File: src/rtl/rrbb_pkg.sv
// ----------------------------------------------------------------------------
// Rotated rectangle bounding box: shared package
// Constants, widths and the Q8 cosine table used by the pipeline stages.
// ----------------------------------------------------------------------------
package rrbb_pkg;

	localparam int COORD_BITS_DEF = 16;
	localparam int OUT_BITS       = 19;
	localparam int ANGLE_BITS     = 8;
	localparam int TRIG_BITS      = 10;
	localparam int Q8_SHIFT       = 8;
	localparam int QUARTER        = 64;

	localparam logic [8:0] QCOS [0:64] = '{
		9'd256, 9'd255, 9'd255, 9'd255, 9'd254, 9'd254, 9'd253, 9'd252, 9'd251, 9'd249,
		9'd248, 9'd246, 9'd244, 9'd243, 9'd241, 9'd238, 9'd236, 9'd234, 9'd231, 9'd228,
		9'd225, 9'd222, 9'd219, 9'd216, 9'd212, 9'd209, 9'd205, 9'd201, 9'd197, 9'd193,
		9'd189, 9'd185, 9'd181, 9'd176, 9'd171, 9'd167, 9'd162, 9'd157, 9'd152, 9'd147,
		9'd142, 9'd136, 9'd131, 9'd126, 9'd120, 9'd115, 9'd109, 9'd103, 9'd97,  9'd92,
		9'd86,  9'd80,  9'd74,  9'd68,  9'd62,  9'd56,  9'd49,  9'd43,  9'd37,  9'd31,
		9'd25,  9'd18,  9'd12,  9'd6,   9'd0
	};

	// The quarter-wave table is folded over the full turn by quadrant.
	function automatic logic signed [TRIG_BITS-1:0] cos_q8(input logic [ANGLE_BITS-1:0] a);
		logic [5:0]                  k;
		logic [6:0]                  kr;
		logic signed [TRIG_BITS-1:0] pos_k;
		logic signed [TRIG_BITS-1:0] pos_kr;
		logic signed [TRIG_BITS-1:0] res;
		k      = a[5:0];
		kr     = 7'(QUARTER) - {1'b0, k};
		pos_k  = TRIG_BITS'($signed({1'b0, QCOS[{1'b0, k}]}));
		pos_kr = TRIG_BITS'($signed({1'b0, QCOS[kr]}));
		case (a[7:6])
			2'd0: begin
				res = pos_k;
			end
			2'd1: begin
				res = -pos_kr;
			end
			2'd2: begin
				res = -pos_k;
			end
			default: begin
				res = pos_kr;
			end
		endcase
		return res;
	endfunction

endpackage

File: src/rtl/rrbb_rotate.sv
// ----------------------------------------------------------------------------
// Rotated rectangle bounding box: rotation stages
// Multiplies the offsets by cosine and sine, then forms the four corners.
// ----------------------------------------------------------------------------
module rrbb_rotate #(
	parameter int COORD_BITS = rrbb_pkg::COORD_BITS_DEF
) (
	input  logic                                  clk,
	input  logic                                  arst_n,
	input  logic                                  v_s1,
	output logic                                  take_s2,
	input  logic signed [COORD_BITS+1:0]          dx0_s1,
	input  logic signed [COORD_BITS+1:0]          dx1_s1,
	input  logic signed [COORD_BITS+1:0]          dy0_s1,
	input  logic signed [COORD_BITS+1:0]          dy1_s1,
	input  logic signed [rrbb_pkg::TRIG_BITS-1:0] cos_s1,
	input  logic signed [rrbb_pkg::TRIG_BITS-1:0] sin_s1,
	input  logic signed [COORD_BITS-1:0]          cx_s1,
	input  logic signed [COORD_BITS-1:0]          cy_s1,
	output logic                                  v_s3,
	input  logic                                  take_s4,
	output logic signed [COORD_BITS+5:0]          x_s3 [4],
	output logic signed [COORD_BITS+5:0]          y_s3 [4]
);

	localparam int DW = COORD_BITS + 2;
	localparam int PW = DW + rrbb_pkg::TRIG_BITS;
	localparam int SW = PW + 1;
	localparam int RW = COORD_BITS + 6;

	logic signed [PW-1:0]         pxc_s2 [2];
	logic signed [PW-1:0]         pxs_s2 [2];
	logic signed [PW-1:0]         pyc_s2 [2];
	logic signed [PW-1:0]         pys_s2 [2];
	logic signed [COORD_BITS-1:0] cx_s2;
	logic signed [COORD_BITS-1:0] cy_s2;
	logic                         v_s2;
	logic                         take_s3;
	logic signed [SW-1:0]         sx [4];
	logic signed [SW-1:0]         sy [4];
	logic signed [RW-1:0]         xn [4];
	logic signed [RW-1:0]         yn [4];

	assign take_s3 = !v_s3 || take_s4;
	assign take_s2 = !v_s2 || take_s3;

	always_ff @(posedge clk or negedge arst_n) begin
		if (!arst_n) begin
			v_s2 <= 1'b0;
			v_s3 <= 1'b0;
		end else begin
			if (take_s2) begin
				v_s2 <= v_s1;
			end
			if (take_s3) begin
				v_s3 <= v_s2;
			end
		end
	end

	always_ff @(posedge clk) begin
		if (take_s2 && v_s1) begin
			pxc_s2[0] <= PW'(dx0_s1) * PW'(cos_s1);
			pxc_s2[1] <= PW'(dx1_s1) * PW'(cos_s1);
			pxs_s2[0] <= PW'(dx0_s1) * PW'(sin_s1);
			pxs_s2[1] <= PW'(dx1_s1) * PW'(sin_s1);
			pyc_s2[0] <= PW'(dy0_s1) * PW'(cos_s1);
			pyc_s2[1] <= PW'(dy1_s1) * PW'(cos_s1);
			pys_s2[0] <= PW'(dy0_s1) * PW'(sin_s1);
			pys_s2[1] <= PW'(dy1_s1) * PW'(sin_s1);
			cx_s2     <= cx_s1;
			cy_s2     <= cy_s1;
		end
	end

	// Corner order: origin, right of origin, below origin, opposite corner.
	always_comb begin
		sx[0] = SW'(pxc_s2[0]) + SW'(pys_s2[0]);
		sx[1] = SW'(pxc_s2[1]) + SW'(pys_s2[0]);
		sx[2] = SW'(pxc_s2[0]) + SW'(pys_s2[1]);
		sx[3] = SW'(pxc_s2[1]) + SW'(pys_s2[1]);
		sy[0] = SW'(pyc_s2[0]) - SW'(pxs_s2[0]);
		sy[1] = SW'(pyc_s2[0]) - SW'(pxs_s2[1]);
		sy[2] = SW'(pyc_s2[1]) - SW'(pxs_s2[0]);
		sy[3] = SW'(pyc_s2[1]) - SW'(pxs_s2[1]);
		for (int i = 0; i < 4; i++) begin
			xn[i] = RW'(sx[i] >>> rrbb_pkg::Q8_SHIFT) + RW'(cx_s2);
			yn[i] = RW'(sy[i] >>> rrbb_pkg::Q8_SHIFT) + RW'(cy_s2);
		end
	end

	always_ff @(posedge clk) begin
		if (take_s3 && v_s2) begin
			x_s3 <= xn;
			y_s3 <= yn;
		end
	end

endmodule

File: config.mk
export PLATFORM = sky130hd
export DESIGN_NAME = rrbb_rotate
export DESIGN_NICKNAME = d
export VERILOG_FILES = /design/src/rtl/rrbb_pkg.sv /design/src/rtl/rrbb_rotate.sv
export SDC_FILE = /design/constraint.sdc
export NUM_CORES = 2
export LEC_CHECK = 0
export BUFFER_PORTS_ARGS = -buffer_cell sky130_fd_sc_hd__buf_2
export CAP_MARGIN = 10
export CORE_ASPECT_RATIO = 0.6
export CORE_MARGIN = 2
export CORE_UTILIZATION = 60
export DETAILED_ROUTE_END_ITERATION = 12
export PLACE_DENSITY = 0.8
export SYNTH_ARGS = -nofsm -noshare
export SYNTH_HDL_FRONTEND = slang
export SYNTH_SLANG_ARGS = --single-unit
File: constraint.sdc
create_clock -name clk -period 9.43 [get_ports clk]
set_clock_uncertainty 0.05 [all_clocks]
set_input_delay 2.3575 -clock clk [delete_from_list [all_inputs] [get_ports clk]]
set_output_delay 2.3575 -clock clk [all_outputs]
set_load 0.01 [all_outputs]
# == Word-level counts from Yosys, hierarchy flattened ==
# Memory sizes are Yosys's and may differ from the RTL's.
# Cells that the tools add are included.
# totals
ff_bits,210
ramBits,224
in_bits,128
memories,4
# op_classes
addsub,16
n_mul,8
mux,2
n_reduce_logical,6
# memory_table
name,depth,width,rd,rd_ports_with_merged_regs,write_ports,line_no,text
pxc_s2,2,28,2,0,2,rrbb_rotate.sv:31,logic signed [PW-1:0] pxc_s2 [2];
pxs_s2,2,28,2,0,2,rrbb_rotate.sv:32,logic signed [PW-1:0] pxs_s2 [2];
pyc_s2,2,28,2,0,2,rrbb_rotate.sv:33,logic signed [PW-1:0] pyc_s2 [2];
pys_s2,2,28,2,0,2,rrbb_rotate.sv:34,logic signed [PW-1:0] pys_s2 [2];
# op_table
operator,count
$mul A18 B10 Y28,8
$add A21 B16 Y22,8
$add A28 B28 Y29,4
$sub A28 B28 Y29,4
$logic_and A1 B1 Y1,2
$logic_not A1 Y1,2
$logic_or A1 B1 Y1,2
$mux W1,2

# == Logic depth before layout (Yosys ltp) ==
# logic_depth
word_depth,6
depth_mapped,25
ltp_nobuf,23

# == Worst setup path after synthesis ==
# Ideal clock, no wire load.
# synth_timing
path_kind,input-to-reg
start,input port take_s4
end,"register cx_s2[0], enable pin"
setup_ps,650
t_arrival_ps,8397
t_required_ps,8730
path_slack_ps,333
path_stages,2
path_buffers,0
cell_sequence,nand3b_1 and2_1
# synth_between
elab_chain_cells,3
# synth_rtl
item,line_no,text
start: declaration,rrbb_rotate.sv:21,"input logic take_s4,"
$logic_or A1 B1 Y1,rrbb_rotate.sv:44,assign take_s3 = !v_s3 || take_s4;
$logic_or A1 B1 Y1,rrbb_rotate.sv:45,assign take_s2 = !v_s2 || take_s3;
$logic_and A1 B1 Y1,rrbb_rotate.sv:62,if (take_s2 && v_s1) begin
end signal: assignment,rrbb_rotate.sv:71,cx_s2 <= cx_s1;
end: declaration,rrbb_rotate.sv:35,logic signed [COORD_BITS-1:0] cx_s2;
# Every way passes these cells.
# A chain may end at the register's enable or synchronous reset.

==> results.yml <==
worst_setup_path:
  worstPathCellList: "buf_2, buf_4, and2_1, fa_1, fa_1, fa_1, fa_1, inv_1, fa_1, inv_1, ha_1, a21oi_1, o21bai_1, a21oi_1, nand4_1, nand2_1, o21ai_1, or4_1, a211o_1, o211ai_1"
  end_kind: "flip-flop"
  crit_family: "adder cells"
  crit_type: "in -> reg"
  worstPathRequired_ns: 9.80
  startpoint_type: "input port"
  cp.arrival_ns: 8.76
  path_max_fanout: 51
  critical_path.most_common_cell: "fa_1"
  slowest_stage: "buf_2"
  cp.buffers_inverters: 4
  slowest_delay_ns: 0.78
layout:
  drive_gt1_share_pct: 5.485
  nNetsFinal: 10910
  area_growth_pct: 5.995
  post-route-util_pct: 63.96
  final.fill_count: 10460
placed_design:
  io_buffers: 305
  gp_congestion: 1.047
  post-place-ws_ns: 0.5489
  hpwl_mm: 174.8
run_status:
  outcome: "complete, no violations"
global_route:
  gr-usage-all-layers_pct: 32.78
  grt_max_degree: 131
  overflow: 0
  antenna_found_initial: 37
  grt_pass1_wl_mm: 343.9
  first_global_vias: 62150
logic_synthesis:
  synth_cells: 8507
  yosys.area_share.simple_pct: 13.83
  yosysTopAreaCell: "fa_1"
  synth_fa_ha_area_share_pct: 45.85
  synth_top_area_share_pct: 31.56
  synthMuxAreaShare_pct: 0.03951
  async_flop_share_pct: 0.4608
  yosysUniqueCellTypes: 81
  synth_top_family_by_area: "adder cells"
  synth_fp_nets: 10790
  synth_area_leaders: "fa_1, edfxtp_1, ha_1"
  avgSynthCellArea_um2: 9.306
  synth_flop_cell: "edfxtp_1"
  synth-seq-cells: 434
  synth-compound-area-share_pct: 8.565
  synth-edff-count: 432
  seq_area_frac_synth_pct: 16.45
  netlist_area_um2: 79160
  synth-xor-area-share_pct: 5.532
  yosysWarnings: 0
  synth_common_cells: "inv_1, fa_1, nand2_1, ha_1, and2_1"
  synth_most_common_cell: "inv_1"
die:
  core_um2: 131200
  fp.dieH_um: 285.4
  fp.dieW_um: 472.9
  rows: 103
  initial_core_util_pct: 60.34
  ios: 306
  die_area_um2: 135000
timing:
  maxSlewViolCount: 0
  rsz0062_at_grt: "false"
  post-route-period-util_pct: 89.03
  layout_min_cycle_time_ns: 8.395
  fin_setup_tns_ns: 0
  setup_ws_ns: 1.035
  setup_viol: 0
  fmax_ghz: 0.1191
  final_hold_viol_count: 0
  hold_slack_ns: 0.4793
  tightestPinTransition_ns: 1.181
  slew_headroom_pct: 21.27
detailed_routing:
  viasPerCell: 5.849
  wirelength_mm: 218.1
  routed-via-count: 60900
  first_pass_iters: 7
  route.detailed.drc: 0
  detail-route-antenna-nets: 0
  drt_iter0_markers: 6354
  wl_per_cell_um: 20.95
clock_network:
  cts-htree-levels: 2
  tritoncts: "done"
  cts_resized: 0
  clk_latency_ns: 0.65
  clk_pin_slew_ns: 0.08
  cts-root-buf: "clkbuf_16"
  numCtsBuffers: 47
  cts_sinks: 434
  ctsHoldBuffers: 0
  postCtsSetupRepairBufs: 0
  cts_buffer_depth: 3
job:
  maxCapViolCount: 0
hold_path:
  hold_class: "reg -> reg"
## worst register-to-register path, cell delays in order (launching register included)
cell	delay (ns)
edfxtp_1	0.49
ha_1	0.35
a21o_1	0.17
a2111oi_0	0.57
o21ai_1	0.23
nand3_1	0.17
nand2_1	0.10
o21ai_1	0.22
o21ai_1	0.17
nand3_1	0.18
a31oi_1	0.12
xor2_1	0.16
ha_1	0.33
a21o_1	0.21
a21o_1	0.24
o41ai_1	0.83
o21ai_1	0.34
o31a_1	0.35
nor3b_1	0.24
xnor2_1	0.10
## registers in the layout (all words and copies together), names as in the netlist
signal	cells
y_s3	88
pys_s2	56
pyc_s2	56
pxs_s2	56
v_s2	1
pxc_s2	56
cx_s2	16
x_s3	88
cy_s2	16
v_s3	1
## kinds of logic (layout without fill, tap and decap cells)
logic type               Yosys count  count (layout)
AO/OA/AOI/OAI                   1041            1041
buffers and inverters           2053            2206
multiplexers                       3               3
XOR/XNOR                         500             500
other                              0              21
AND/OR/NAND/NOR                 2324            2324
adder cells (fa/ha/maj)         2152            2152
flip-flops                       434             434
## routing by layer
layer	part of all wire (%)	track usage [%]	vias up
met3	14	10.94	443
met5	0.061	0	-
li1	-	-	27020
met2	41	46.60	3226
met1	42	47.94	30190
met4	3.0	8.834	22
## worst paths after layout
check / start / end / slack [ns] / cells past startpoint
min reg2reg: v_s2 / v_s3 / 0.48 / 1
max: sin_s1[8] / pys_s2[0][54] / 1.03 / 20
min in group asynchronous: arst_n / v_s3 / 1.45 / 1
min: v_s2 / v_s3 / 0.48 / 1
max in group asynchronous: arst_n / v_s2 / 7.79 / 1
max reg2reg: pys_s2[0][4] / x_s3[85] / 3.57 / 19
## final cells by class
class	instances	area [um2]	share of cell area [%]
diodes	21	52.55	0.06263
clock buffers	49	1184	1.411
clock inverters	32	299.0	0.3564
inverters	1747	6558	7.815
multi-input cells	6020	58440	69.65
flip-flops and latches	434	13020	15.52
well taps	1732	2167	2.583
repair buffers	378	2187	2.607
## stage by stage
| step | cells | cell area [um2] |
|---|---|---|
| after floorplan | 8507 | 79160 |
| after global placement | 10310 | 82370 |
| after detailed placement | 10310 | 82370 |
| after CTS | 10390 | 83850 |
| after global routing | 10410 | 83900 |
| final | 10410 | 83910 |
## cells in the final DEF (no fill, tap or decap), types with 54 or more instances in the layout
cell type	netlist	routed
inv_1	1745	1745
fa_1	1248	1248
nand2_1	963	963
ha_1	904	904
and2_1	511	509
edfxtp_1	432	432
nor2_1	390	390
xnor2_1	373	373
a21oi_1	320	320
buf_2	0	305
a21o_1	145	145
xor2_1	127	127
o21ai_0	112	112
nor3_1	105	105
nand3_1	93	93
nand2b_1	82	82
o21a_1	75	75
o21ai_1	71	71
buf_4	0	63
o21bai_1	54	54
Power is not shown: default switching activity piles up to over one toggle a cycle in this logic, so the estimate is an artifact.
