===== src/rtl/rrbb_pkg.sv =====
// ----------------------------------------------------------------------------
// Rotated rectangle bounding box: shared package
// Constants, widths and the Q8 cosine table used by the pipeline stages.
// ----------------------------------------------------------------------------
package rrbb_pkg;

	localparam int COORD_BITS_DEF = 16;
	localparam int OUT_BITS       = 19;
	localparam int ANGLE_BITS     = 8;
	localparam int TRIG_BITS      = 10;
	localparam int Q8_SHIFT       = 8;
	localparam int QUARTER        = 64;

	localparam logic [8:0] QCOS [0:64] = '{
		9'd256, 9'd255, 9'd255, 9'd255, 9'd254, 9'd254, 9'd253, 9'd252, 9'd251, 9'd249,
		9'd248, 9'd246, 9'd244, 9'd243, 9'd241, 9'd238, 9'd236, 9'd234, 9'd231, 9'd228,
		9'd225, 9'd222, 9'd219, 9'd216, 9'd212, 9'd209, 9'd205, 9'd201, 9'd197, 9'd193,
		9'd189, 9'd185, 9'd181, 9'd176, 9'd171, 9'd167, 9'd162, 9'd157, 9'd152, 9'd147,
		9'd142, 9'd136, 9'd131, 9'd126, 9'd120, 9'd115, 9'd109, 9'd103, 9'd97,  9'd92,
		9'd86,  9'd80,  9'd74,  9'd68,  9'd62,  9'd56,  9'd49,  9'd43,  9'd37,  9'd31,
		9'd25,  9'd18,  9'd12,  9'd6,   9'd0
	};

	// The quarter-wave table is folded over the full turn by quadrant.
	function automatic logic signed [TRIG_BITS-1:0] cos_q8(input logic [ANGLE_BITS-1:0] a);
		logic [5:0]                  k;
		logic [6:0]                  kr;
		logic signed [TRIG_BITS-1:0] pos_k;
		logic signed [TRIG_BITS-1:0] pos_kr;
		logic signed [TRIG_BITS-1:0] res;
		k      = a[5:0];
		kr     = 7'(QUARTER) - {1'b0, k};
		pos_k  = TRIG_BITS'($signed({1'b0, QCOS[{1'b0, k}]}));
		pos_kr = TRIG_BITS'($signed({1'b0, QCOS[kr]}));
		case (a[7:6])
			2'd0: begin
				res = pos_k;
			end
			2'd1: begin
				res = -pos_kr;
			end
			2'd2: begin
				res = -pos_k;
			end
			default: begin
				res = pos_kr;
			end
		endcase
		return res;
	endfunction

endpackage


===== src/rtl/rrbb_front.sv =====
// ----------------------------------------------------------------------------
// Rotated rectangle bounding box: front stage
// Looks up cosine and sine and forms the corner offsets from the center.
// ----------------------------------------------------------------------------
module rrbb_front #(
	parameter int COORD_BITS = rrbb_pkg::COORD_BITS_DEF
) (
	input  logic                                clk,
	input  logic                                arst_n,
	input  logic                                in_valid,
	output logic                                in_ready,
	input  logic signed [COORD_BITS-1:0]        rect_x,
	input  logic signed [COORD_BITS-1:0]        rect_y,
	input  logic        [COORD_BITS-2:0]        rect_w,
	input  logic        [COORD_BITS-2:0]        rect_h,
	input  logic signed [COORD_BITS-1:0]        center_x,
	input  logic signed [COORD_BITS-1:0]        center_y,
	input  logic        [rrbb_pkg::ANGLE_BITS-1:0] angle,
	output logic                                v_s1,
	input  logic                                take_s2,
	output logic signed [COORD_BITS+1:0]        dx0_s1,
	output logic signed [COORD_BITS+1:0]        dx1_s1,
	output logic signed [COORD_BITS+1:0]        dy0_s1,
	output logic signed [COORD_BITS+1:0]        dy1_s1,
	output logic signed [rrbb_pkg::TRIG_BITS-1:0] cos_s1,
	output logic signed [rrbb_pkg::TRIG_BITS-1:0] sin_s1,
	output logic signed [COORD_BITS-1:0]        cx_s1,
	output logic signed [COORD_BITS-1:0]        cy_s1
);

	localparam int DW = COORD_BITS + 2;

	logic signed [DW-1:0] xe;
	logic signed [DW-1:0] ye;
	logic signed [DW-1:0] we;
	logic signed [DW-1:0] he;
	logic signed [DW-1:0] cxe;
	logic signed [DW-1:0] cye;
	logic                 take_s1;

	assign xe  = DW'(rect_x);
	assign ye  = DW'(rect_y);
	assign we  = DW'({1'b0, rect_w});
	assign he  = DW'({1'b0, rect_h});
	assign cxe = DW'(center_x);
	assign cye = DW'(center_y);

	assign take_s1  = !v_s1 || take_s2;
	assign in_ready = take_s1;

	always_ff @(posedge clk or negedge arst_n) begin
		if (!arst_n) begin
			v_s1 <= 1'b0;
		end else if (take_s1) begin
			v_s1 <= in_valid;
		end
	end

	always_ff @(posedge clk) begin
		if (take_s1 && in_valid) begin
			dx0_s1 <= xe - cxe;
			dx1_s1 <= xe + we - cxe;
			dy0_s1 <= ye - cye;
			dy1_s1 <= ye + he - cye;
			cos_s1 <= rrbb_pkg::cos_q8(angle);
			sin_s1 <= rrbb_pkg::cos_q8(angle - rrbb_pkg::ANGLE_BITS'(rrbb_pkg::QUARTER));
			cx_s1  <= center_x;
			cy_s1  <= center_y;
		end
	end

endmodule


===== config.mk =====
export PLATFORM = sky130hd
export DESIGN_NAME = rrbb_front
export DESIGN_NICKNAME = d
export VERILOG_FILES = /design/src/rtl/rrbb_pkg.sv /design/src/rtl/rrbb_front.sv
export SDC_FILE = /design/constraint.sdc
export NUM_CORES = 1
export LEC_CHECK = 0
export BUFFER_PORTS_ARGS = -buffer_cell sky130_fd_sc_hd__buf_2
export CORE_MARGIN = 2
export CORE_UTILIZATION = 51
export CTS_BUF_LIST = sky130_fd_sc_hd__clkbuf_16
export DETAILED_ROUTE_END_ITERATION = 8
export PLACE_DENSITY = 0.79
export SYNTH_ARGS = -nofsm -noshare
export SYNTH_HDL_FRONTEND = slang
export SYNTH_SLANG_ARGS = --single-unit
export TNS_END_PERCENT = 50

===== constraint.sdc =====
create_clock -name clk -period 3.8 [get_ports clk]
set_clock_uncertainty 0.1 [all_clocks]
set_input_delay 1.14 -clock clk [delete_from_list [all_inputs] [get_ports clk]]
set_output_delay 1.14 -clock clk [all_outputs]
set_load 0.05 [all_outputs]

---- After elaboration in Yosys (flattened, before gate mapping) ----
Memories as Yosys holds them, arrays and structs flattened.
Cells that the tools add are included.
storage, ports and cells
  bits in registers ....................... 125
  memory bits (read-only) ................. 4608
  memories ................................ 4
  bits of input ports ..................... 106
  output and inout port bits .............. 126
  logic and storage cells ................. 53
memories
  memory           depth  bits a word  rd ports  clocked after memory_dff  write ports  line            RTL
  (no name shown)  128    9            1         0                         0            rrbb_pkg.sv:34  pos_kr = TRIG_BITS'($signed({1'b0, QCOS[kr]}));
  (no name shown)  128    9            1         0                         0            rrbb_pkg.sv:33  pos_k = TRIG_BITS'($signed({1'b0, QCOS[{1'b0, k}]}));
  (no name shown)  128    9            1         0                         0            rrbb_pkg.sv:34
  (no name shown)  128    9            1         0                         0            rrbb_pkg.sv:33
cells by class
  equal/unequal tests ..................... 4
  reductions and logical operators ........ 5
  add/sub/neg operators ................... 13
  muxes and demuxes ....................... 10
  $lt $le $gt $ge ......................... 4
  bitwise logic cells ..................... 4
operator list
  cell                                                  number
  two-way mux 9 bit                                     8
  one-hot mux 10 bit (3 select lines)                   2
  negation 9 -> 10 bit                                  4
  subtractor 17 x 16 -> 18 bit                          2
  adder 16 x 16 -> 17 bit                               2
  subtractor 16 x 16 -> 17 bit                          2
  >= comparator 8 bit (second input constant)           4
  NOT 6 -> 8 bit                                        2
  NOT 7 -> 8 bit                                        2
  subtractor 7 x 6 -> 7 bit (first input constant)      2
  subtractor 8 x 7 -> 8 bit (second input constant)     1
  equality test 2 x 1 -> 1 bit (second input constant)  2
  equality test 2 bit (second input constant)           2
  zero test 2 bit                                       2
  logical AND 1 bit                                     1
  zero test 1 bit                                       1
  logical OR 1 bit                                      1

---- Depth between registers and ports, before layout ----
  depth after elaboration ................. 8
  depth in mapped cells ................... 20
  depth with buffers taken out ............ 16

---- Least setup slack after synthesis ----
OpenSTA, ideal clock, no wires.
  path type ............................... input to register
  start point ............................. in take_s2
  end point ............................... reg cos_s1[0] in the netlist's numbering, enable pin
  path buffers ............................ 0
  arrival ................................. 4.486 ns
  cell stages on the path ................. 2
  required time ........................... 3.205 ns
  setup slack ............................. -1.281 ns
  library setup time ...................... 0.495 ns
  path through ............................ nand2b_1 and2_1
on the way
  longest elaborated chain between the ends .. 2
RTL lines
  item                  line              RTL
  start, declared       rrbb_front.sv:20  input logic take_s2,
  logical OR 1 bit      rrbb_front.sv:48  assign take_s1 = !v_s1 || take_s2;
  logical AND 1 bit     rrbb_front.sv:60  if (take_s1 && in_valid) begin
  end signal, assigned  rrbb_front.sv:65  cos_s1 <= rrbb_pkg::cos_q8(angle);
  end, declared         rrbb_front.sv:25  output logic signed [rrbb_pkg::TRIG_BITS-1:0] cos_s1,
No other way between the ends.
A chain may end at the register's enable or synchronous reset.

---- Worst setup path after layout ----
  start point ............................. in angle[1] in the netlist's numbering
  end point ............................... reg sin_s1[8] in the netlist's numbering (data pin)
on the way
  longest elaborated chain between the ends .. 8
  elaborated cells between the ends (all ways) .. 16
  those cells by class .................... 4 x add/sub; 2 x eq/ne; 5 x mux; 2 x bitwise; 1 x reduce/logical; 2 x memory
RTL lines
  item                                                  line              RTL
  start, declared                                       rrbb_front.sv:18  input logic [rrbb_pkg::ANGLE_BITS-1:0] angle,
  subtractor 8 x 7 -> 8 bit *                           rrbb_front.sv:66  sin_s1 <= rrbb_pkg::cos_q8(angle - rrbb_pkg::ANGLE_BITS'(rrbb_pkg::QUARTER));
  subtractor 7 x 6 -> 7 bit                             rrbb_pkg.sv:32    kr = 7'(QUARTER) - {1'b0, k};
  NOT 7 -> 8 bit (not written as such)                  rrbb_pkg.sv:34
  memory read (128 x 9 bit)                             --
  two-way mux 9 bit (not written as such) (2 in a row)  rrbb_pkg.sv:34
  negation 9 -> 10 bit                                  rrbb_pkg.sv:40    res = -pos_kr;
  one-hot mux 10 bit (3 select lines) *                 rrbb_pkg.sv:35    case (a[7:6])
  end signal, assigned                                  rrbb_front.sv:66
  end, declared                                         rrbb_front.sv:26  output logic signed [rrbb_pkg::TRIG_BITS-1:0] sin_s1,
Mark *: on every way between the ends. The rest lies on a longest branch, timed or not. The select of a mux whose other input is x is not followed.

==> qor.yml <==
status: "completed"
synth_nets: 1324
cp.required_ps: 3950
buffer_ports.inserted: 231
finalWirelength_mm: 30.9
fin_crit_ps: 3780
stdcell_area_um2: 14300
synth-seq-cells: 123
drive_gt1_share_pct: 37.2
fp.coreArea_um2: 20100
drv_slew: 0
place_area_um2: 13000
synth.largest_area_cell: "edfxtp_1"
std_cell_rows: 52
hp-class: "in -> async"
final_net_count: 1736
endpoint_kind: "register"
clkTransAtPathRegs_ps: 60
maxSlewHeadroom_pct: 54.6
grt_util_met2_pct: 49.8
grt-ovfl-total: 0
crit_type: "in -> reg"
synth_common_cells: "187 x inv_1, 122 x edfxtp_1, 85 x ha_1"
io_pins: 232
total_power_mw: 6.08
area_growth_pct: 38.6
synth_most_common_cell: "inv_1"
synth_area_um2: 10400
ant_nets: 0
grt_usage_pct: 27.7
top_usage_layer: "met2"
finalSetupViolations: 0
arrival_ps: 3920
rsz0062_at_grt: "yes"
dr_total_vias: 10000
maxCapViolations: 0
drt_first_iter_violations: 811
hold_buffers: 0
ir_worst_vdd_mv: 0.331
grt_pass1_wl_mm: 47.9
yosys_warnings: 0
syn_inst: 1101
antenna_cells: 0
synth-seq-area-share_pct: 35.6
utilization_pct: 71.4
clkLatencyLatePin_ps: 410
async_flop_share_pct: 0.813
drc: 0
synth_area_leaders: "edfxtp_1 35%, ha_1 10%, inv_1 6.8%, fa_1 6.2%, a21oi_1 4.0%"
crit_path_start_kind: "input port"
grt_util_met3_pct: 4.31
dr.pass1.iters: 5
dieHeight_um: 146
gr-usage-met1_pct: 33.6
synth_ff_type: "edfxtp_1"
hpwl_mm: 23.0
gp_congestion: 0.927
clkSinkCount: 123
via_per_inst: 5.57
synth-edff-count: 122
clock.fmax_mhz: 265
initial_core_util_pct: 51.5
finalHoldViolations: 0
post_drt_wl_per_cell_um: 17.2
yosysTopAreaCellShare_pct: 35.4
dieArea_um2: 21500
root_buffer: "clkbuf_16"
fin_crit_sh_pct: 99.4
grt_max_degree: 53
path_max_fanout: 6
p_per_area_nw_per_um2: 424
avgSynthCellArea_um2: 9.40
cts_tree: "yes"
worst_slew_pin_slew_ps: 680
die_x_um: 146
cts_buffers: 17
antenna_found_initial: 0
pre_cts_ws_ps: -686
clockBufferDepth: 2
timing.final.ws_setup_ps: 23.2
grt_pass1_vias: 9666
h-tree-depth: 4
ys_types: 82
leakagePower_nw: 6.79
final cells by class:
type | instances | area [µm²]
Clock buffer | 17 | 425
Fill cell | 1441 | 5760
Timing Repair inverter | 1 | 5.00
Clock inverter | 15 | 190
Sequential cell | 123 | 3690
Multi-Input combinational cell | 743 | 6150
Inverter | 190 | 729
Timing Repair Buffer | 437 | 2820
Tap cell | 270 | 338
flip-flops by register name, summed over array words and instances, names as in the netlist:
register and flops:
dx1_s1 18, dy1_s1 18, dx0_s1 17, cos_s1 10
v_s1 1, cx_s1 16, cy_s1 16, sin_s1 10
dy0_s1 17
worst max-delay path: stages:
cell and delay, ps:
buf_8 100, inv_6 50, buf_6 130, ha_4 210
buf_4 150, buf_4 140, nor2_1 110, a211oi_1 80
a311o_1 320, o21ai_4 100, ha_2 220, nand2_2 80
or4_4 530, o211ai_1 230, o31ai_2 100, a211oi_2 230
worst paths after layout:
check	startpoint	endpoint	slack, ps	cells past startpoint
max in group asynchronous	arst_n	v_s1$_DFFE_PN0N_	3120	1
max	angle[1]	sin_s1[8]$_DFFE_PP_	20	16
min in group clk	v_s1$_DFFE_PN0N_	v_s1$_DFFE_PN0N_	450	2
min reg2reg	v_s1$_DFFE_PN0N_	v_s1$_DFFE_PN0N_	450	2
max reg2reg	v_s1$_DFFE_PN0N_	dy0_s1[4]$_DFFE_PP_	1980	3
min	arst_n	v_s1$_DFFE_PN0N_	390	1
per-stage QoR:
step / TNS, ps / cells / hold slack (ps)
CTS: -20.4 / 1782 / 373
detailed placement: -15940 / 1742 / 439
finish: 0 / 1796 / 392
floorplan: -17220 / 1101 / 744
global route: -160 / 1796 / 367
global placement: -13780 / 1742 / 409
repair_timing:
action / CTS / global route
gates resized for setup: 48 / 70
setup endpoints to repair: 22 / 25
buffers inserted: 7 / 14
pin swaps: 14 / 31
hold endpoints to repair: 0 / 0
cloned: 1 / 0
placed cells by master (no fill, tap or decap), drive strengths merged, types with 11 or more instances in the layout:
| cell | Yosys | routed |
|---|---|---|
| edfxtp | 122 | 122 |
| o21ai | 65 | 65 |
| a31oi | 18 | 18 |
| and2 | 11 | 11 |
| inv | 188 | 193 |
| a211oi | 13 | 13 |
| xnor2 | 44 | 44 |
| ha | 85 | 85 |
| a21o | 14 | 14 |
| clkbuf | 22 | 17 |
| buf | 23 | 437 |
| mux2i | 12 | 12 |
| nor3 | 28 | 28 |
| xor2 | 17 | 17 |
| nand2 | 46 | 46 |
| o211ai | 13 | 13 |
| fa | 32 | 32 |
| a21oi | 83 | 83 |
| nand2b | 13 | 13 |
| nor2b | 14 | 14 |
| nor2 | 69 | 69 |
| nand3 | 22 | 22 |
report_power, final:
group          switching (mW)  total, mW  internal [mW]
Sequential             0.0399       1.77           1.73
Combinational            1.61       2.62           1.00
Clock                   0.652       1.70           1.05
Total                    2.31       6.08           3.78
logic make-up (layout without fill, tap and decap cells):
group           after synthesis  after routing  share of synthesized area, %
compound gates              296            296                          18.8
simple gates                250            250                          12.4
buf+inv                     235            660                          9.03
flops                       123            123                          35.6
fa+ha+maj                   117            117                          16.5
xor+xnor                     61             61                          5.16
mux                          19             19                          2.50
routing by layer:
metal	vias up	wire length (µm)
met4	0	1200
met1	4718	12100
met2	455	15800
met5	-	0
met3	101	1840
li1	4729	-
No activity file was read; power rests on OpenSTA's default activity.
