--- config.mk ---
export PLATFORM = sky130hd
export DESIGN_NAME = rrbb_extent
export DESIGN_NICKNAME = d
export VERILOG_FILES = /design/src/rtl/rrbb_pkg.sv /design/src/rtl/rrbb_extent.sv
export SDC_FILE = /design/constraint.sdc
export NUM_CORES = 1
export LEC_CHECK = 0
export ABC_AREA = 1
export BUFFER_PORTS_ARGS = -buffer_cell sky130_fd_sc_hd__buf_2
export CORE_MARGIN = 2
export CORE_UTILIZATION = 57
export DETAILED_ROUTE_END_ITERATION = 8
export PLACE_DENSITY = 0.83
export SYNTH_ARGS = -nofsm -noshare
export SYNTH_HDL_FRONTEND = slang
export SYNTH_SLANG_ARGS = --single-unit
--- constraint.sdc ---
create_clock -name clk -period 6.3 [get_ports clk]
set_clock_uncertainty 0.2 [all_clocks]
set_input_delay 0.945 -clock clk [delete_from_list [all_inputs] [get_ports clk]]
set_output_delay 0.945 -clock clk [all_outputs]
set_load 0.01 [all_outputs]
--- src/rtl/rrbb_pkg.sv ---
// ----------------------------------------------------------------------------
// Rotated rectangle bounding box: shared package
// Constants, widths and the Q8 cosine table used by the pipeline stages.
// ----------------------------------------------------------------------------
package rrbb_pkg;

	localparam int COORD_BITS_DEF = 16;
	localparam int OUT_BITS       = 19;
	localparam int ANGLE_BITS     = 8;
	localparam int TRIG_BITS      = 10;
	localparam int Q8_SHIFT       = 8;
	localparam int QUARTER        = 64;

	localparam logic [8:0] QCOS [0:64] = '{
		9'd256, 9'd255, 9'd255, 9'd255, 9'd254, 9'd254, 9'd253, 9'd252, 9'd251, 9'd249,
		9'd248, 9'd246, 9'd244, 9'd243, 9'd241, 9'd238, 9'd236, 9'd234, 9'd231, 9'd228,
		9'd225, 9'd222, 9'd219, 9'd216, 9'd212, 9'd209, 9'd205, 9'd201, 9'd197, 9'd193,
		9'd189, 9'd185, 9'd181, 9'd176, 9'd171, 9'd167, 9'd162, 9'd157, 9'd152, 9'd147,
		9'd142, 9'd136, 9'd131, 9'd126, 9'd120, 9'd115, 9'd109, 9'd103, 9'd97,  9'd92,
		9'd86,  9'd80,  9'd74,  9'd68,  9'd62,  9'd56,  9'd49,  9'd43,  9'd37,  9'd31,
		9'd25,  9'd18,  9'd12,  9'd6,   9'd0
	};

	// The quarter-wave table is folded over the full turn by quadrant.
	function automatic logic signed [TRIG_BITS-1:0] cos_q8(input logic [ANGLE_BITS-1:0] a);
		logic [5:0]                  k;
		logic [6:0]                  kr;
		logic signed [TRIG_BITS-1:0] pos_k;
		logic signed [TRIG_BITS-1:0] pos_kr;
		logic signed [TRIG_BITS-1:0] res;
		k      = a[5:0];
		kr     = 7'(QUARTER) - {1'b0, k};
		pos_k  = TRIG_BITS'($signed({1'b0, QCOS[{1'b0, k}]}));
		pos_kr = TRIG_BITS'($signed({1'b0, QCOS[kr]}));
		case (a[7:6])
			2'd0: begin
				res = pos_k;
			end
			2'd1: begin
				res = -pos_kr;
			end
			2'd2: begin
				res = -pos_k;
			end
			default: begin
				res = pos_kr;
			end
		endcase
		return res;
	endfunction

endpackage

--- src/rtl/rrbb_extent.sv ---
// ----------------------------------------------------------------------------
// Rotated rectangle bounding box: extent stages
// Finds the corner extremes and forms the box origin and spans.
// ----------------------------------------------------------------------------
module rrbb_extent #(
	parameter int COORD_BITS = rrbb_pkg::COORD_BITS_DEF
) (
	input  logic                                 clk,
	input  logic                                 arst_n,
	input  logic                                 v_s3,
	output logic                                 take_s4,
	input  logic signed [COORD_BITS+5:0]         x_s3 [4],
	input  logic signed [COORD_BITS+5:0]         y_s3 [4],
	output logic                                 out_valid,
	input  logic                                 out_ready,
	output logic signed [rrbb_pkg::OUT_BITS-1:0] box_x,
	output logic signed [rrbb_pkg::OUT_BITS-1:0] box_y,
	output logic        [rrbb_pkg::OUT_BITS-1:0] box_w,
	output logic        [rrbb_pkg::OUT_BITS-1:0] box_h
);

	localparam int RW = COORD_BITS + 6;
	localparam int OW = rrbb_pkg::OUT_BITS;
	localparam int XW = (RW > OW) ? RW : OW;

	logic signed [RW-1:0] mnx_a, mnx_b, mxx_a, mxx_b;
	logic signed [RW-1:0] mny_a, mny_b, mxy_a, mxy_b;
	logic signed [RW-1:0] minx_s4, maxx_s4, miny_s4, maxy_s4;
	logic                 v_s4;
	logic                 v_s5;
	logic                 take_s5;
	logic        [RW-1:0] spanx;
	logic        [RW-1:0] spany;
	logic signed [XW-1:0] minx_ext;
	logic signed [XW-1:0] miny_ext;
	logic        [XW-1:0] spanx_ext;
	logic        [XW-1:0] spany_ext;

	assign take_s5 = !v_s5 || out_ready;
	assign take_s4 = !v_s4 || take_s5;
	assign out_valid = v_s5;

	always_comb begin
		mnx_a = (x_s3[0] < x_s3[1]) ? x_s3[0] : x_s3[1];
		mnx_b = (x_s3[2] < x_s3[3]) ? x_s3[2] : x_s3[3];
		mxx_a = (x_s3[0] > x_s3[1]) ? x_s3[0] : x_s3[1];
		mxx_b = (x_s3[2] > x_s3[3]) ? x_s3[2] : x_s3[3];
		mny_a = (y_s3[0] < y_s3[1]) ? y_s3[0] : y_s3[1];
		mny_b = (y_s3[2] < y_s3[3]) ? y_s3[2] : y_s3[3];
		mxy_a = (y_s3[0] > y_s3[1]) ? y_s3[0] : y_s3[1];
		mxy_b = (y_s3[2] > y_s3[3]) ? y_s3[2] : y_s3[3];
	end

	assign spanx     = maxx_s4 - minx_s4;
	assign spany     = maxy_s4 - miny_s4;
	assign minx_ext  = XW'(minx_s4);
	assign miny_ext  = XW'(miny_s4);
	assign spanx_ext = XW'(spanx);
	assign spany_ext = XW'(spany);

	always_ff @(posedge clk or negedge arst_n) begin
		if (!arst_n) begin
			v_s4 <= 1'b0;
			v_s5 <= 1'b0;
		end else begin
			if (take_s4) begin
				v_s4 <= v_s3;
			end
			if (take_s5) begin
				v_s5 <= v_s4;
			end
		end
	end

	always_ff @(posedge clk) begin
		if (take_s4 && v_s3) begin
			minx_s4 <= (mnx_a < mnx_b) ? mnx_a : mnx_b;
			maxx_s4 <= (mxx_a > mxx_b) ? mxx_a : mxx_b;
			miny_s4 <= (mny_a < mny_b) ? mny_a : mny_b;
			maxy_s4 <= (mxy_a > mxy_b) ? mxy_a : mxy_b;
		end
		if (take_s5 && v_s4) begin
			box_x <= minx_ext[OW-1:0];
			box_y <= miny_ext[OW-1:0];
			box_w <= spanx_ext[OW-1:0];
			box_h <= spany_ext[OW-1:0];
		end
	end

endmodule

=== Word-level counts from Yosys, hierarchy flattened ===
Index checks and enable logic that the tools add are counted.

* Register bits: 154
* Input port bits: 180

* $add $sub $neg: 2
* Magnitude comparators: 12
* Multiplexer cells: 12
* Reduce and logical (&&, ||, !) cells: 6

{| class="wikitable"
|+ Operators by type and width
! operator !! count
|-
| $mux W22 || 8
|-
| $gt A22 B22 Y1 || 6
|-
| $lt A22 B22 Y1 || 6
|-
| $mux W19 || 4
|-
| $sub A19 B19 Y19 || 2
|-
| $logic_and A1 B1 Y1 || 2
|-
| $logic_not A1 Y1 || 2
|-
| $logic_or A1 B1 Y1 || 2
|}

=== Logic depth before layout (Yosys ltp) ===
* Depth after elaboration: 4
* Depth in mapped cells: 34

=== Least setup slack after synthesis ===
OpenSTA, ideal clock, no wires.

* Path kind: input -> register
* From: in out_ready
* To: reg box_h[0] in the netlist's numbering (enable)
* Setup time: 0.535 ns
* Arrival time: 4.669 ns
* Required time: 5.565 ns
* Path slack: 0.896 ns
* Cell stages on the path: 2
* Cells stage by stage: inv_1 -> a21oi_1

* Cells in the longest elaborated chain, start to end: 2

{| class="wikitable"
|+ RTL lines
! what !! RTL line !! RTL
|-
| start: declaration || rrbb_extent.sv:15 || <nowiki>input logic out_ready,</nowiki>
|-
| $logic_or A1 B1 Y1 || rrbb_extent.sv:39 || <nowiki>assign take_s5 = !v_s5 || out_ready;</nowiki>
|-
| $logic_and A1 B1 Y1 || rrbb_extent.sv:82 || <nowiki>if (take_s5 && v_s4) begin</nowiki>
|-
| end signal: assignment || rrbb_extent.sv:86 || <nowiki>box_h <= spany_ext[OW-1:0];</nowiki>
|-
| end: declaration || rrbb_extent.sv:19 || <nowiki>output logic [rrbb_pkg::OUT_BITS-1:0] box_h</nowiki>
|}

Every way passes these cells.
A chain may end at the register's enable or synchronous reset.

=== Worst setup path after layout ===
* From: in x_s3[21] in the netlist's numbering
* To: reg minx_s4[3], in the netlist minx_ext[3], data pin

* Cells in the longest elaborated chain, start to end: 4

{| class="wikitable"
|+ RTL lines
! what !! RTL line !! RTL
|-
| start: declaration || rrbb_extent.sv:12 || <nowiki>input logic signed [COORD_BITS+5:0] x_s3 [4],</nowiki>
|-
| $lt A22 B22 Y1 || rrbb_extent.sv:45 || <nowiki>mnx_b = (x_s3[2] < x_s3[3]) ? x_s3[2] : x_s3[3];</nowiki>
|-
| $mux W22 * || rrbb_extent.sv:45 ||
|-
| $lt A22 B22 Y1 || rrbb_extent.sv:77 || <nowiki>minx_s4 <= (mnx_a < mnx_b) ? mnx_a : mnx_b;</nowiki>
|-
| $mux W19 * || rrbb_extent.sv:77 ||
|-
| end signal: assignment || rrbb_extent.sv:77 ||
|-
| end: declaration || rrbb_extent.sv:28 || <nowiki>logic signed [RW-1:0] minx_s4, maxx_s4, miny_s4, maxy_s4;</nowiki>
|}

Every way passes the cells marked *; elsewhere a longest branch is shown, timed or not.

==> results.sh <==
export IMPL_power_density_mw_per_mm2=339
export IMPL_cp_max_fo=40
export IMPL_viasPerCell=5.59
export IMPL_cp_start_kind="input port"
export IMPL_drt_first_pass_iters=9
export IMPL_arrival_ns=5.33
export IMPL_crit_path_end_kind="flop"
export IMPL_synthDominantCellAreaShare_pct=31.7
export IMPL_ys_async_sr_fraction_pct=1.30
export IMPL_syn_to_final_growth_pct=15.8
export IMPL_ant_nets=0
export IMPL_r2r_start="miny_ext[0]"
export IMPL_antenna_found_initial=2
export IMPL_p_comb_share_pct=49.9
export IMPL_clockBufferDepth=2
export IMPL_relSlewSlack_pct=15.9
export IMPL_synth_distinct_cells=44
export IMPL_finalNonFillerCells=2490
export IMPL_dp_slack_ns=0.570
export IMPL_cts_sinks=154
export IMPL_power_frac_seq_pct=31.2
export IMPL_p_leak_uw=0.00885
export IMPL_dieHeight_um=163
export IMPL_postRouteWirelength_um=41700
export IMPL_setup_tns_ns=0
export IMPL_cts_root_buffer="clkbuf_16"
export IMPL_finalCritPeriodShare_pct=85.4
export IMPL_clk_pin_slew_worst_paths_ns=0.06
export IMPL_status="complete, no violations"
export IMPL_hold_viol_final=0
export IMPL_drc=0
export IMPL_power_frac_clock_pct=19.0
export IMPL_worstMarginPinSlew_ns=1.26
export IMPL_yosysMostFrequentCell="nand2_1"
export IMPL_coreArea_mm2=0.0250
export IMPL_crit_start="x_s3[21]"
export IMPL_cts_resized_gates=0
export IMPL_synth_area_per_cell_um2=7.60
export IMPL_rows=58
export IMPL_fmax_mhz=186
export IMPL_synth_warnings=0
export IMPL_period_needed_ns=5.38
export IMPL_dieArea_mm2=0.0266
export IMPL_grtUsageTotal_pct=31.7
export IMPL_post_route_util_pct=66.6
export IMPL_setup_violations=0
export IMPL_synth_cell_area_mm2=0.0144
export IMPL_p_sw_uw=2410
export IMPL_initial_core_util_pct=57.6
export IMPL_grt_pass1_vias=12800
export IMPL_p_int_uw=3250
export IMPL_fin_ws_ns=0.922
export IMPL_io_buffers=257
export IMPL_synthTopCellsByArea="edfxtp_1 32%, ha_1 18%, nand2_1 13%"
export IMPL_netlist_instances=1897
export IMPL_overflow=0
export IMPL_ys_ff_latch=154
export IMPL_wl_per_cell_um=16.8
export IMPL_nNetsFinal=2538
export IMPL_yosysTopAreaCell="edfxtp_1"
export IMPL_cts_hold_fix_buffers=0
export IMPL_drt_iter0_drc=1410
export IMPL_slew_viol_final=0
export IMPL_hold_class="in2async"
export IMPL_path_class="in2reg"
export IMPL_cap_violations=0
export IMPL_synth_flop_cell="edfxtp_1"
export IMPL_dp_cells=2457
export IMPL_grt_max_degree=77
export IMPL_place_area_mm2=0.0161
export IMPL_rsz0062_at_grt="false"
export IMPL_drive_above_1_share_pct=17.1
export IMPL_required_ns=6.25
export IMPL_synth_nets=2289
export IMPL_die_w_um=163
export IMPL_ys_top_cells_by_count="502 x nand2_1, 336 x inv_1, 210 x ha_1, 193 x o21ai_0, 152 x edfxtp_1"
export IMPL_cts_buffers=17
export IMPL_switching_share_pct=42.6
export IMPL_synth_edf_count=152
export IMPL_dpl_hpwl_um=34600
export IMPL_htreeDepth=4
export IMPL_ys_seq_area_share_pct=32.0
export IMPL_post_cts_setup_buffer_count=0
export IMPL_ioPinCount=258
export IMPL_gp_congestion=1.01
export IMPL_vias=13900
export IMPL_grt_pass1_wl_um=65800
export IMPL_cts_tree="yes"
export IMPL_ir_drop_mv=0.231
export IMPL_design_area_mm2=0.0167
export IMPL_clock_latency_ns=0.42
==> placed cells by master, fill, tap and decap left out, types with 5 or more instances in the layout <==
master	n
a21o_1	7
nand3_2	23
xnor2_1	9
a31oi_1	6
nor3_1	9
buf_4	21
buf_2	257
a21oi_1	95
xor2_1	28
inv_6	5
nand4_1	21
inv_1	335
edfxtp_1	152
o21ai_1	31
o221ai_1	5
o211ai_1	5
clkbuf_16	17
nor2_2	6
nor2_1	61
nand3_1	93
ha_1	210
a211oi_1	8
nand2_1	502
o21ai_0	193
nand2_2	9
nand2_4	8
==> area by class of cell <==
cell class,count,area [um^2]
Antenna cell,1,2.50
Clock inverter,14,186
Multi-Input combinational cell,1359,8340
Timing Repair Buffer,278,1440
Fill cell,2149,8350
Tap cell,330,413
Clock buffer,18,429
Sequential cell,154,4610
Inverter,336,1260
==> per-layer routing <==
layer	GRT usage, %	routed length, um	part of all wire (%)
met5	0	11	0.026
met2	50.6	18400	44
met3	5.13	3760	9.0
met1	45.3	18600	45
met4	7.68	915	2.2
==> flip-flops by register name, indices dropped and copies added, names as in the netlist <==
register,cells
box_h,19
box_w,19
box_x,19
box_y,19
maxx_s4,19
maxy_s4,19
minx_ext,19
miny_ext,19
out_valid,1
v_s4,1
==> power groups by stage <==
stage                     combinational (uW)  clock [uW]  sequential [uW]
after floorplan                         1880           0             1810
after global placement                  2660           0             1780
after detailed placement                2750           0             1780
after CTS                               2770        1080             1760
after global routing                    3170        1120             1790
final                                   2820        1070             1760
==> metrics by stage <==
step | hold WS [ns] | total power [uW]
global route | 0.0872 | 6080
floorplan | 0.226 | 3690
finish | 0.103 | 5660
detailed placement | 0.234 | 4540
CTS | 0.0886 | 5620
global placement | 0.233 | 4440
==> cell families after synthesis <==
family / synth area share (%)
simple gates: 23.1
buf+inv: 10.5
compound gates: 13.7
fa+ha+maj: 18.5
flops: 32.0
xor+xnor: 2.25
==> critical path, stage by stage <==
cell	delay, ns
buf_2	0.09
inv_1	0.06
ha_1	0.37
nand2_2	0.11
nor2_2	0.05
nand2_1	0.14
nor2_1	0.06
nor2_1	0.22
nand3_2	0.15
nand2_1	0.10
nand2_1	0.11
buf_4	0.28
o21ai_0	0.52
inv_1	0.11
ha_1	0.31
a21oi_1	0.16
o21a_1	0.16
o221ai_1	0.23
a221oi_4	0.48
nand3_4	0.34
nand3_1	0.20
nand2_1	0.12
==> worst paths after layout <==
check / end / slack, ns / depth (start not counted)
worst max-delay path: minx_ext[3] / 0.92 / 22
worst min-delay path: v_s4 / 0.10 / 1
worst max register to register: box_h[16] / 2.85 / 14
worst min register to register: box_x[7] / 0.25 / 0
max in group asynchronous: out_valid / 5.70 / 1
min in group clk: box_x[7] / 0.25 / 0
Note: power is estimated with default switching activity, not from simulation.
